===== src/rtl/tldq_pkg.sv =====
// shared types, codes and constants for the line discipline queue
// no dependencies
package tldq_pkg;

	localparam int TLDQ_DEPTH_DEFAULT = 256;
	localparam int CFG_IDX_W = 3;

	// item functions
	localparam logic [1:0] FUNC_RECV  = 2'd0;
	localparam logic [1:0] FUNC_WRITE = 2'd1;
	localparam logic [1:0] FUNC_READ  = 2'd2;
	localparam logic [1:0] FUNC_CLEAR = 2'd3;

	// result kinds
	localparam logic [1:0] KIND_DRIVER = 2'd0;
	localparam logic [1:0] KIND_DATA   = 2'd1;
	localparam logic [1:0] KIND_EMPTY  = 2'd2;

	// register indexes
	localparam logic [CFG_IDX_W-1:0] CFG_ECHO_ENABLE    = 3'd0;
	localparam logic [CFG_IDX_W-1:0] CFG_ECHO_CTL       = 3'd1;
	localparam logic [CFG_IDX_W-1:0] CFG_IGNORE_CR      = 3'd2;
	localparam logic [CFG_IDX_W-1:0] CFG_CR_TO_NL       = 3'd3;
	localparam logic [CFG_IDX_W-1:0] CFG_NL_TO_CR       = 3'd4;
	localparam logic [CFG_IDX_W-1:0] CFG_OUTPUT_POST    = 3'd5;
	localparam logic [CFG_IDX_W-1:0] CFG_OUT_CR_TO_NL   = 3'd6;
	localparam logic [CFG_IDX_W-1:0] CFG_OUT_NL_TO_CRNL = 3'd7;

	// characters
	localparam logic [7:0] CH_BELL  = 8'h07;
	localparam logic [7:0] CH_NL    = 8'h0A;
	localparam logic [7:0] CH_CR    = 8'h0D;
	localparam logic [7:0] CH_CARET = 8'h5E;
	localparam logic [7:0] CH_DEL   = 8'h7F;
	localparam logic [7:0] CH_SPACE = 8'h20;
	localparam logic [7:0] CTL_FLIP = 8'h40;

	typedef struct packed {
		logic [1:0] func;
		logic [7:0] data_byte;
		logic       last_in_call;
	} in_item_t;

	typedef struct packed {
		logic [1:0] kind;
		logic [7:0] out_byte;
		logic [8:0] room;
		logic       last;
	} out_item_t;

	typedef struct packed {
		logic load;        // latch the accepted item
		logic eval;        // apply the item to queue state, build results
		logic sel_second;  // present the second result
	} ctrl_cmd_t;

	typedef struct packed {
		logic [1:0] res_cnt;  // results of the item under evaluation
		logic       two_res;  // stored item has two results
	} ctrl_sts_t;

endpackage


===== src/rtl/tldq_ctrl.sv =====
// sequencer for the line discipline queue: accept, evaluate, deliver beats
// depends on tldq_pkg
module tldq_ctrl (
	input  logic                  clk,
	input  logic                  arst_n,
	input  logic                  item_valid,
	output logic                  item_stall,
	output logic                  result_valid,
	input  logic                  result_stall,
	output tldq_pkg::ctrl_cmd_t   cmd,
	input  tldq_pkg::ctrl_sts_t   sts
);
	import tldq_pkg::*;

	typedef enum logic [3:0] {
		S_IDLE = 4'b0001,
		S_EVAL = 4'b0010,
		S_OUT0 = 4'b0100,
		S_OUT1 = 4'b1000
	} state_t;

	state_t state_q;
	state_t state_nx;

	always_comb begin
		state_nx = state_q;
		unique case (state_q)
			S_IDLE: begin
				if (item_valid) state_nx = S_EVAL;
			end
			S_EVAL: begin
				state_nx = (sts.res_cnt == 2'd0) ? S_IDLE : S_OUT0;
			end
			S_OUT0: begin
				if (!result_stall) state_nx = sts.two_res ? S_OUT1 : S_IDLE;
			end
			S_OUT1: begin
				if (!result_stall) state_nx = S_IDLE;
			end
			default: state_nx = S_IDLE;
		endcase
	end

	always_ff @(posedge clk or negedge arst_n) begin
		if (!arst_n) begin
			state_q <= S_IDLE;
		end else begin
			state_q <= state_nx;
		end
	end

	assign item_stall     = (state_q != S_IDLE);
	assign result_valid   = (state_q == S_OUT0) || (state_q == S_OUT1);
	assign cmd.load       = (state_q == S_IDLE) && item_valid;
	assign cmd.eval       = (state_q == S_EVAL);
	assign cmd.sel_second = (state_q == S_OUT1);

endmodule


===== src/rtl/tldq_dpath.sv =====
// datapath: registers, receive queue memory, echo and cr/nl translation
// depends on tldq_pkg
module tldq_dpath #(
	parameter int QUEUE_DEPTH = tldq_pkg::TLDQ_DEPTH_DEFAULT
) (
	input  logic                            clk,
	input  logic                            arst_n,
	input  tldq_pkg::in_item_t              item,
	input  logic                            cfg_we,
	input  logic [tldq_pkg::CFG_IDX_W-1:0]  cfg_index,
	input  logic                            cfg_data,
	input  tldq_pkg::ctrl_cmd_t             cmd,
	output tldq_pkg::ctrl_sts_t             sts,
	output tldq_pkg::out_item_t             result
);
	import tldq_pkg::*;

	localparam int PTR_W = (QUEUE_DEPTH > 1) ? $clog2(QUEUE_DEPTH) : 1;
	localparam int CNT_W = $clog2(QUEUE_DEPTH + 1);
	localparam int RM_W  = (CNT_W > 9) ? CNT_W : 9;
	localparam logic [PTR_W-1:0] PTR_LAST  = PTR_W'(QUEUE_DEPTH - 1);
	localparam logic [CNT_W-1:0] CNT_FULL  = CNT_W'(QUEUE_DEPTH);
	localparam logic [RM_W-1:0]  RM_DEPTH  = RM_W'(QUEUE_DEPTH);

	// configuration
	logic echo_en_q, echo_ctl_q, ignore_cr_q, cr_to_nl_q, nl_to_cr_q;
	logic post_q, ocr_to_nl_q, onl_to_crnl_q;

	// queue state
	logic [7:0]       mem [QUEUE_DEPTH];
	logic [7:0]       rd_data_q;
	logic [PTR_W-1:0] rd_ptr_q;
	logic [PTR_W-1:0] wr_ptr_q;
	logic [CNT_W-1:0] fill_q;
	logic             drop_q;

	// item and result plan
	in_item_t   item_q;
	logic [1:0] kind0_q;
	logic [7:0] byte0_q;
	logic [7:0] byte1_q;
	logic       two_q;
	logic       use_rd_q;
	logic [8:0] room_q;

	// evaluation
	logic [7:0]       c;
	logic [7:0]       wc;
	logic             is_ctl;
	logic             full;
	logic             empty;
	logic [1:0]       res_cnt;
	logic [1:0]       kind0;
	logic [7:0]       byte0;
	logic [7:0]       byte1;
	logic             use_rd;
	logic             push;
	logic [7:0]       push_byte;
	logic             pop;
	logic             clr;
	logic             drop_nx;
	logic [CNT_W-1:0] fill_nx;
	logic [RM_W-1:0]  room_full;

	assign c      = item_q.data_byte;
	assign is_ctl = (c < CH_SPACE) || (c == CH_DEL);
	assign full   = (fill_q == CNT_FULL);
	assign empty  = (fill_q == '0);
	assign wc     = (post_q && ocr_to_nl_q && (c == CH_CR)) ? CH_NL : c;

	always_comb begin
		res_cnt   = 2'd0;
		kind0     = KIND_DRIVER;
		byte0     = '0;
		byte1     = '0;
		use_rd    = 1'b0;
		push      = 1'b0;
		push_byte = c;
		pop       = 1'b0;
		clr       = 1'b0;
		drop_nx   = drop_q;
		unique case (item_q.func)
			FUNC_RECV: begin
				if (!drop_q) begin
					if (full) begin
						res_cnt = 2'd1;
						byte0   = CH_BELL;
						drop_nx = 1'b1;
					end else begin
						if (echo_en_q) begin
							if (echo_ctl_q && is_ctl) begin
								res_cnt = 2'd2;
								byte0   = CH_CARET;
								byte1   = c ^ CTL_FLIP;
							end else begin
								res_cnt = 2'd1;
								byte0   = c;
							end
						end
						push = !((c == CH_CR) && ignore_cr_q);
						if ((c == CH_CR) && cr_to_nl_q) begin
							push_byte = CH_NL;
						end else if ((c == CH_NL) && nl_to_cr_q) begin
							push_byte = CH_CR;
						end
					end
				end
				if (item_q.last_in_call) drop_nx = 1'b0;
			end
			FUNC_WRITE: begin
				if (post_q && onl_to_crnl_q && (wc == CH_NL)) begin
					res_cnt = 2'd2;
					byte0   = CH_CR;
					byte1   = wc;
				end else begin
					res_cnt = 2'd1;
					byte0   = wc;
				end
			end
			FUNC_READ: begin
				res_cnt = 2'd1;
				if (empty) begin
					kind0 = KIND_EMPTY;
				end else begin
					kind0  = KIND_DATA;
					use_rd = 1'b1;
					pop    = 1'b1;
				end
			end
			FUNC_CLEAR: begin
				clr = 1'b1;
			end
			default: clr = 1'b0;
		endcase
	end

	always_comb begin
		if (clr) begin
			fill_nx = '0;
		end else if (push) begin
			fill_nx = fill_q + 1'b1;
		end else if (pop) begin
			fill_nx = fill_q - 1'b1;
		end else begin
			fill_nx = fill_q;
		end
	end

	// room wraps to 9 bits for deep queues
	assign room_full = RM_DEPTH - RM_W'(fill_nx);

	// control and configuration registers
	always_ff @(posedge clk or negedge arst_n) begin
		if (!arst_n) begin
			echo_en_q     <= 1'b1;
			echo_ctl_q    <= 1'b1;
			ignore_cr_q   <= 1'b0;
			cr_to_nl_q    <= 1'b1;
			nl_to_cr_q    <= 1'b0;
			post_q        <= 1'b1;
			ocr_to_nl_q   <= 1'b0;
			onl_to_crnl_q <= 1'b1;
			rd_ptr_q      <= '0;
			wr_ptr_q      <= '0;
			fill_q        <= '0;
			drop_q        <= 1'b0;
			two_q         <= 1'b0;
			use_rd_q      <= 1'b0;
		end else begin
			if (cfg_we) begin
				unique case (cfg_index)
					CFG_ECHO_ENABLE:    echo_en_q     <= cfg_data;
					CFG_ECHO_CTL:       echo_ctl_q    <= cfg_data;
					CFG_IGNORE_CR:      ignore_cr_q   <= cfg_data;
					CFG_CR_TO_NL:       cr_to_nl_q    <= cfg_data;
					CFG_NL_TO_CR:       nl_to_cr_q    <= cfg_data;
					CFG_OUTPUT_POST:    post_q        <= cfg_data;
					CFG_OUT_CR_TO_NL:   ocr_to_nl_q   <= cfg_data;
					CFG_OUT_NL_TO_CRNL: onl_to_crnl_q <= cfg_data;
					default:            post_q        <= post_q;
				endcase
			end
			if (cmd.eval) begin
				fill_q   <= fill_nx;
				drop_q   <= drop_nx;
				two_q    <= (res_cnt == 2'd2);
				use_rd_q <= use_rd;
				if (clr) begin
					rd_ptr_q <= '0;
					wr_ptr_q <= '0;
				end else begin
					if (push) wr_ptr_q <= (wr_ptr_q == PTR_LAST) ? '0 : wr_ptr_q + 1'b1;
					if (pop)  rd_ptr_q <= (rd_ptr_q == PTR_LAST) ? '0 : rd_ptr_q + 1'b1;
				end
			end
		end
	end

	// payload registers
	always_ff @(posedge clk) begin
		if (cmd.load) item_q <= item;
		if (cmd.eval) begin
			kind0_q <= kind0;
			byte0_q <= byte0;
			byte1_q <= byte1;
			room_q  <= room_full[8:0];
		end
	end

	// receive queue memory, registered read
	always_ff @(posedge clk) begin
		if (cmd.eval && push) mem[wr_ptr_q] <= push_byte;
		if (cmd.eval && pop)  rd_data_q <= mem[rd_ptr_q];
	end

	assign sts.res_cnt = res_cnt;
	assign sts.two_res = two_q;

	assign result.kind     = cmd.sel_second ? KIND_DRIVER : kind0_q;
	assign result.out_byte = cmd.sel_second ? byte1_q : (use_rd_q ? rd_data_q : byte0_q);
	assign result.room     = room_q;
	assign result.last     = cmd.sel_second || !two_q;

endmodule


===== src/rtl/tty_line_discipline_queue_unit.sv =====
// latency: an accepted item is evaluated in the next cycle; its first result beat, if any,
// shows in the cycle after that. an item has 0, 1 or 2 result beats, and only one item is
// in flight: the sequencer takes no new item until the last beat of the previous one is taken.
// reset: arst_n clears pointers, fill count, drop flag, sequencer and loads the
// register defaults; queue contents are not cleared and need no clearing pass
// top level of the line discipline queue; depends on tldq_pkg, tldq_ctrl, tldq_dpath
module tty_line_discipline_queue_unit #(
	parameter int QUEUE_DEPTH = tldq_pkg::TLDQ_DEPTH_DEFAULT
) (
	input  logic                            clk,
	input  logic                            arst_n,
	// item channel
	input  logic                            item_valid,
	output logic                            item_stall,
	input  tldq_pkg::in_item_t              item,
	// result channel
	output logic                            result_valid,
	input  logic                            result_stall,
	output tldq_pkg::out_item_t             result,
	// register write channel
	input  logic                            cfg_valid,
	output logic                            cfg_ready,
	input  logic [tldq_pkg::CFG_IDX_W-1:0]  cfg_index,
	input  logic                            cfg_data
);
	import tldq_pkg::*;

	ctrl_cmd_t cmd;
	ctrl_sts_t sts;
	logic      cfg_we;

	// register writes are always accepted, never stalled
	assign cfg_ready = 1'b1;
	assign cfg_we    = cfg_valid && cfg_ready;

	// sequencer: idle -> evaluate -> first beat (skipped with no results) -> optional second beat
	tldq_ctrl u_ctrl (
		.clk          (clk),
		.arst_n       (arst_n),
		.item_valid   (item_valid),
		.item_stall   (item_stall),
		.result_valid (result_valid),
		.result_stall (result_stall),
		.cmd          (cmd),
		.sts          (sts)
	);

	// queue memory, pointers, echo and translation
	tldq_dpath #(
		.QUEUE_DEPTH (QUEUE_DEPTH)
	) u_dpath (
		.clk       (clk),
		.arst_n    (arst_n),
		.item      (item),
		.cfg_we    (cfg_we),
		.cfg_index (cfg_index),
		.cfg_data  (cfg_data),
		.cmd       (cmd),
		.sts       (sts),
		.result    (result)
	);

endmodule


===== config.mk =====
export PLATFORM = sky130hd
export DESIGN_NAME = tty_line_discipline_queue_unit
export DESIGN_NICKNAME = d
export VERILOG_FILES = /design/src/rtl/tldq_pkg.sv /design/src/rtl/tldq_ctrl.sv /design/src/rtl/tldq_dpath.sv /design/src/rtl/tty_line_discipline_queue_unit.sv
export SDC_FILE = /design/constraint.sdc
export NUM_CORES = 2
export LEC_CHECK = 0
export BUFFER_PORTS_ARGS = -buffer_cell sky130_fd_sc_hd__buf_2
export CORE_MARGIN = 5
export CORE_UTILIZATION = 50
export CTS_CLUSTER_SIZE = 14
export DETAILED_ROUTE_END_ITERATION = 12
export PLACE_DENSITY = 0.65
export SLEW_MARGIN = 20
export SYNTH_ARGS = -nofsm -noshare
export SYNTH_HDL_FRONTEND = slang
export SYNTH_SLANG_ARGS = --single-unit

===== constraint.sdc =====
create_clock -name clk -period 15.3 [get_ports clk]
set_input_delay 1.53 -clock clk [delete_from_list [all_inputs] [get_ports clk]]
set_output_delay 1.53 -clock clk [all_outputs]
set_load 0.01 [all_outputs]

# Yosys cells after proc, flatten, opt, wreduce, memory -nomap -nowiden

Memories as Yosys holds them, arrays and structs flattened. A register that Yosys moved wholly into a read port is not among the register bits.
Index checks and enable logic that the tools add are counted.

Add/sub/neg operators: 5
Order comparisons: 1
Equal/unequal tests: 26
Mux-type cells: 54
Bitwise operators: 1
Reduce and logical (&&, ||, !) cells: 34

Operators with widths:

| kind                                                | count |
|---|---|
| 2-to-1 mux 8 bit                                    | 24 |
| case mux 8 bit (2 select lines)                     | 2 |
| 2-to-1 mux 9 bit                                    | 3 |
| == test 8 x 4 -> 1 bit (second input constant)      | 3 |
| AND reduction 2 bit                                 | 11 |
| adder 8 x 1 -> 8 bit (second input constant)        | 2 |
| == test 8 bit (second input constant)               | 2 |
| 2-to-1 mux 4 bit                                    | 4 |
| case mux 4 bit (4 select lines)                     | 1 |
| 2-to-1 mux 2 bit                                    | 7 |
| == test 3 bit (second input constant)               | 4 |
| logical AND 1 bit                                   | 11 |
| 2-to-1 mux 1 bit                                    | 11 |
| adder 9 x 1 -> 9 bit (second input constant)        | 1 |
| == test 9 bit (second input constant)               | 1 |
| logical NOT 9 bit                                   | 1 |
| subtractor 9 x 1 -> 9 bit (second input constant)   | 1 |
| subtractor 9 bit (first input constant)             | 1 |
| == test 8 x 7 -> 1 bit (second input constant)      | 1 |
| < comparator 8 x 6 -> 1 bit (second input constant) | 1 |
| == test 2 bit (second input constant)               | 3 |
| == test 3 x 2 -> 1 bit (second input constant)      | 2 |
| inequality test 2 bit (second input constant)       | 3 |
| case mux 2 bit (3 select lines)                     | 1 |
| 15 further kinds                                    | 20 |

Register bits after elaboration: 78
RAM bits: 2048
Input bits: 20
Logic and storage cells: 144
Memories: 1

Memory list:

| name        | words | width | rd ports | clocked after memory_dff | write ports | line             | source |
|---|---|---|---|---|---|---|---|
| u_dpath.mem | 256   | 8     | 1        | 1                        | 1           | tldq_dpath.sv:30 | `logic [7:0] mem [QUEUE_DEPTH];` |

# Depth between registers and ports, before layout

Word-level depth: 11
Gate-level depth with buffers: 13
Mapped depth without buffers: 12

# Hierarchy

A second synthesis with hierarchy kept.

Cell total of the unflattened synthesis: 4002
Area total of the unflattened synthesis: 83979.3 µm²

Modules (own cells, without submodules):

| module                         | instances | cells an instance | area an instance (µm²) | seq. area each (µm²) |
|---|---|---|---|---|
| tldq_dpath                     | 1         | 3975              | 83739.1                | 63787.4 |
| tldq_ctrl                      | 1         | 25                | 229.0                  | 101.3 |
| tty_line_discipline_queue_unit | 1         | 2                 | 11.3                   | 0.0 |

# Worst setup path after synthesis

No wires, ideal clock.

Path kind: reg-to-reg
Start: reg u_dpath.fill_q[0]
End: mem u_dpath.mem[0][1] (data pin)
Setup time: 1504 ps
Data arrival time: 8023 ps
Data required time: 13796 ps
Setup slack: 5773 ps
Stages on the path, launching flop included: 7
Buffers on the path: 0
Clock period less this slack: 9527 ps
Cell sequence: dfrtp_1 -> inv_1 -> ha_1 -> nor4b_2 -> and3_1 -> nor4_1 -> o21bai_1

Longest elaborated chain between the ends: 4

RTL lines:

| item                     | line              | source |
|---|---|---|
| start: declaration       | tldq_dpath.sv:34  | `logic [CNT_W-1:0] fill_q;` |
| start signal: assignment | tldq_dpath.sv:184 | `fill_q <= fill_nx;` |
| == test 9 bit            | tldq_dpath.sv:67  | `assign full = (fill_q == CNT_FULL);` |
| 2-to-1 mux 8 bit         | tldq_dpath.sv:85  | `if (full) begin` |
| 2-to-1 mux 8 bit         | tldq_dpath.sv:84  | `if (!drop_q) begin` |
| 2-to-1 mux 8 bit         | tldq_dpath.sv:82  | `unique case (item_q.func)` |
| via u_dpath.push_byte[1] | tldq_dpath.sv:58  | `logic [7:0] push_byte;` |
| end: declaration         | tldq_dpath.sv:30  |  |

The timed path passes the listed nets, and every way through them passes these cells.

==> results.toml <==
[run_status]
status = "finished clean"

[clocking]
clkSlewWorstSetupHoldPaths_ns = 0.07
post_cts_resized = 0
cts_buffer_depth = 3
cts_setup_buffers = 0
cts_tree = "done"
cts-root-buf = "clkbuf_16"
cts_sinks = 2134
postCtsHoldBufs = 0
htreeDepth = 4
numCtsBuffers = 205
clk_latency_ns = 0.85

[synth]
ys_warn_count = 0
ys_ff_latch = 2134
ys.flop_type = "edfxtp_1"
synthesis.area_um2 = 84200
synth_cell_types = 86
synth_edf_count = 2094
syn_nets = 4243
synth_cells = 4214
async_flop_share_pct = 1.87
synth_area_per_cell_um2 = 20.0
ys_seq_area_share_pct = 75.8

[critical_path]
cp.arrival_ns = 6.45
critPathMaxFanout = 96
criticalPathCategory = "reg -> reg"
startpoint_type = "register"
rr_worst_depth = 9
cp-end-kind = "register"
worst_path_max_delay_cell = "dfrtp_4"
path_cells = "buf_12 -> buf_4 -> buf_4 -> mux4_2 -> a22o_1 -> a211oi_1 -> o221ai_1 -> nor3_1 -> nor3_1"
critical_path_required_ns = 15.87
critPathMaxStageDelay_ns = 0.99

[timing]
min_period_ns = 5.87
finalHoldViolations = 0
rsz0062_at_grt = "false"
fin_crit_sh_pct = 38.4
skew_ns = 0.0522
tns_ns = 0
finalMaxSlewViolations = 0
max_slew_margin_pct = 17.0
setup_violations = 0
worst-slew-pin-transition_ns = 1.24
fin_ws_ns = 9.43
timing.hold.ws_ns = 0.490
fmax_mhz = 170

[die]
io_pins = 43
rows = 150
die_w_um = 420
dieArea_um2 = 177000
die_h_um = 420
start_util_pct = 50.3
coreArea_um2 = 167000

[pwr]
p_leak_nw = 28.4
peakVddDrop_v = 0.000117
power_density_nw_per_um2 = 154
p_total_mw = 14.3

[routing]
wirelength_um = 221000
wire_per_inst_um = 33.1
via_per_inst = 6.46
drc = 0
drtIter0Drc = 6185
num_vias = 43100
dr.pass1.iters = 6
drtAntennaViolNets = 0

[global_routing]
grt-ovfl-total = 0
grt.total_usage_pct = 25.2
antenna_found_initial = 7
grt_pass1_vias = 42100
grt_pass1_wl_um = 316000
grt_max_degree = 199

[placement]
dp_slack_ns = 9.34
dpl.cell_count = 6298
gp_congestion = 0.848
io_buffer_count = 41
placed_cell_area_um2 = 86600
dp_hpwl_um = 130000

[cells_and_area]
drive_above_1_share_pct = 21.1
nets = 4330
fin_area_um2 = 92900
postLayoutCoreUtil_pct = 55.5
nFillCells = 12500
final_cell_count_no_fill = 6671
areaGrowthSynthToFinish_pct = 10.3

[job]
drv_cap = 0

[min_path]
hold_depth = 1
holdCritPathClass = "reg -> reg"
metal layers:
layer / wire, um / global-route usage, %
met1: 87800 / 36.4
met2: 103000 / 38.3
met3: 22600 / 5.62
met4: 7700 / 8.76
met5: 27 / 0
Yosys cell counts, types with 34 or more instances:
cell type | instances | area share (%)
dfrtp_1 | 34 | 1.0
a21oi_1 | 76 | 0.45
nor2_1 | 334 | 1.5
mux2i_1 | 200 | 2.4
mux4_2 | 453 | 12
clkbuf_1 | 117 | 0.52
buf_6 | 46 | 0.61
nand2_1 | 145 | 0.65
nand3_1 | 35 | 0.21
a22oi_1 | 68 | 0.61
o21ai_0 | 62 | 0.37
buf_2 | 50 | 0.30
edfxtp_1 | 2094 | 75
flip-flops by register name, summed over array words and instances (netlist names):
name	count
u_dpath.post_q	1
u_ctrl.state_q	4
u_dpath.two_q	1
u_dpath.onl_to_crnl_q	1
u_dpath.rd_ptr_q	8
u_dpath.rd_data_q	8
u_dpath.ignore_cr_q	1
u_dpath.c	8
u_dpath.echo_en_q	1
u_dpath.byte1_q	8
u_dpath.nl_to_cr_q	1
u_dpath.ocr_to_nl_q	1
u_dpath.mem	2048
u_dpath.wr_ptr_q	8
u_dpath.byte0_q	8
u_dpath.item_q	3
u_dpath.drop_q	1
u_dpath.room_q	9
u_dpath.cr_to_nl_q	1
u_dpath.echo_ctl_q	1
u_dpath.kind0_q	2
u_dpath.use_rd_q	1
u_dpath.fill_q	9
final timing paths:
kind                                            startpoint                               to  slack, ns
max                        u_dpath.rd_ptr_q[0]$_DFFE_PN0P_   u_dpath.rd_data_q[4]$_DFFE_PP_       9.43
min                            u_dpath.item_q[0]$_DFFE_PP_       u_dpath.drop_q$_DFFE_PN0P_       0.49
max reg2reg                u_dpath.rd_ptr_q[0]$_DFFE_PN0P_   u_dpath.rd_data_q[4]$_DFFE_PP_       9.43
min reg2reg                    u_dpath.item_q[0]$_DFFE_PP_       u_dpath.drop_q$_DFFE_PN0P_       0.49
max in group asynchronous                           arst_n  u_dpath.rd_ptr_q[1]$_DFFE_PN0P_      14.12
min in group asynchronous                           arst_n    u_dpath.fill_q[5]$_DFFE_PN0N_       0.68
placed cells by master, fill, tap and decap left out, drive strengths merged, types with 44 or more instances in the layout:
cell | netlist | layout
a22oi | 68 | 68
nand2 | 146 | 146
nand3 | 44 | 44
nor2 | 335 | 335
a21oi | 76 | 76
clkinv | 1 | 95
clkbuf | 117 | 251
mux2i | 200 | 200
mux4 | 453 | 453
o21ai | 64 | 64
edfxtp | 2094 | 2094
buf | 144 | 141
logic make-up after synthesis:
| kind of cell | count (synthesis) | share of synthesized area [%] |
|---|---|---|
| AO/OA/AOI/OAI | 424 | 3.49 |
| XOR/XNOR | 14 | 0.146 |
| adder cells (fa/ha/maj) | 9 | 0.134 |
| buffers and inverters | 280 | 1.94 |
| flip-flops | 2134 | 75.8 |
| multiplexers | 676 | 14.8 |
| other | 2 | 0.00892 |
| AND/OR/NAND/NOR | 675 | 3.63 |
report_power, final:
part           leakage (nW)  internal (mW)  switching, mW
Clock                  3.07           2.67           2.14
Sequential             19.3           6.77         0.0918
Combinational          6.02           1.07           1.54
worst max-delay path, delay by kind of cell, from the launching register on:
family | cells | cell delay [ns]
simple gates | 2 | 0.60
mux | 1 | 0.60
buf+inv | 3 | 1.98
flops | 1 | 0.99
compound gates | 3 | 1.18
cell type report:
type / instances / area (um^2) / area share (%)
inverter: 19 / 73.8 / 0.0795
sequential: 2134 / 63900 / 68.8
tap: 2204 / 2760 / 2.97
timing repair buffer: 141 / 1040 / 1.12
clock buffer: 251 / 5350 / 5.75
multi-input combinational: 1800 / 18800 / 20.3
antenna: 5 / 12.5 / 0.0135
clock inverter: 117 / 930 / 1.00
Power figures use the tool's default switching activity.
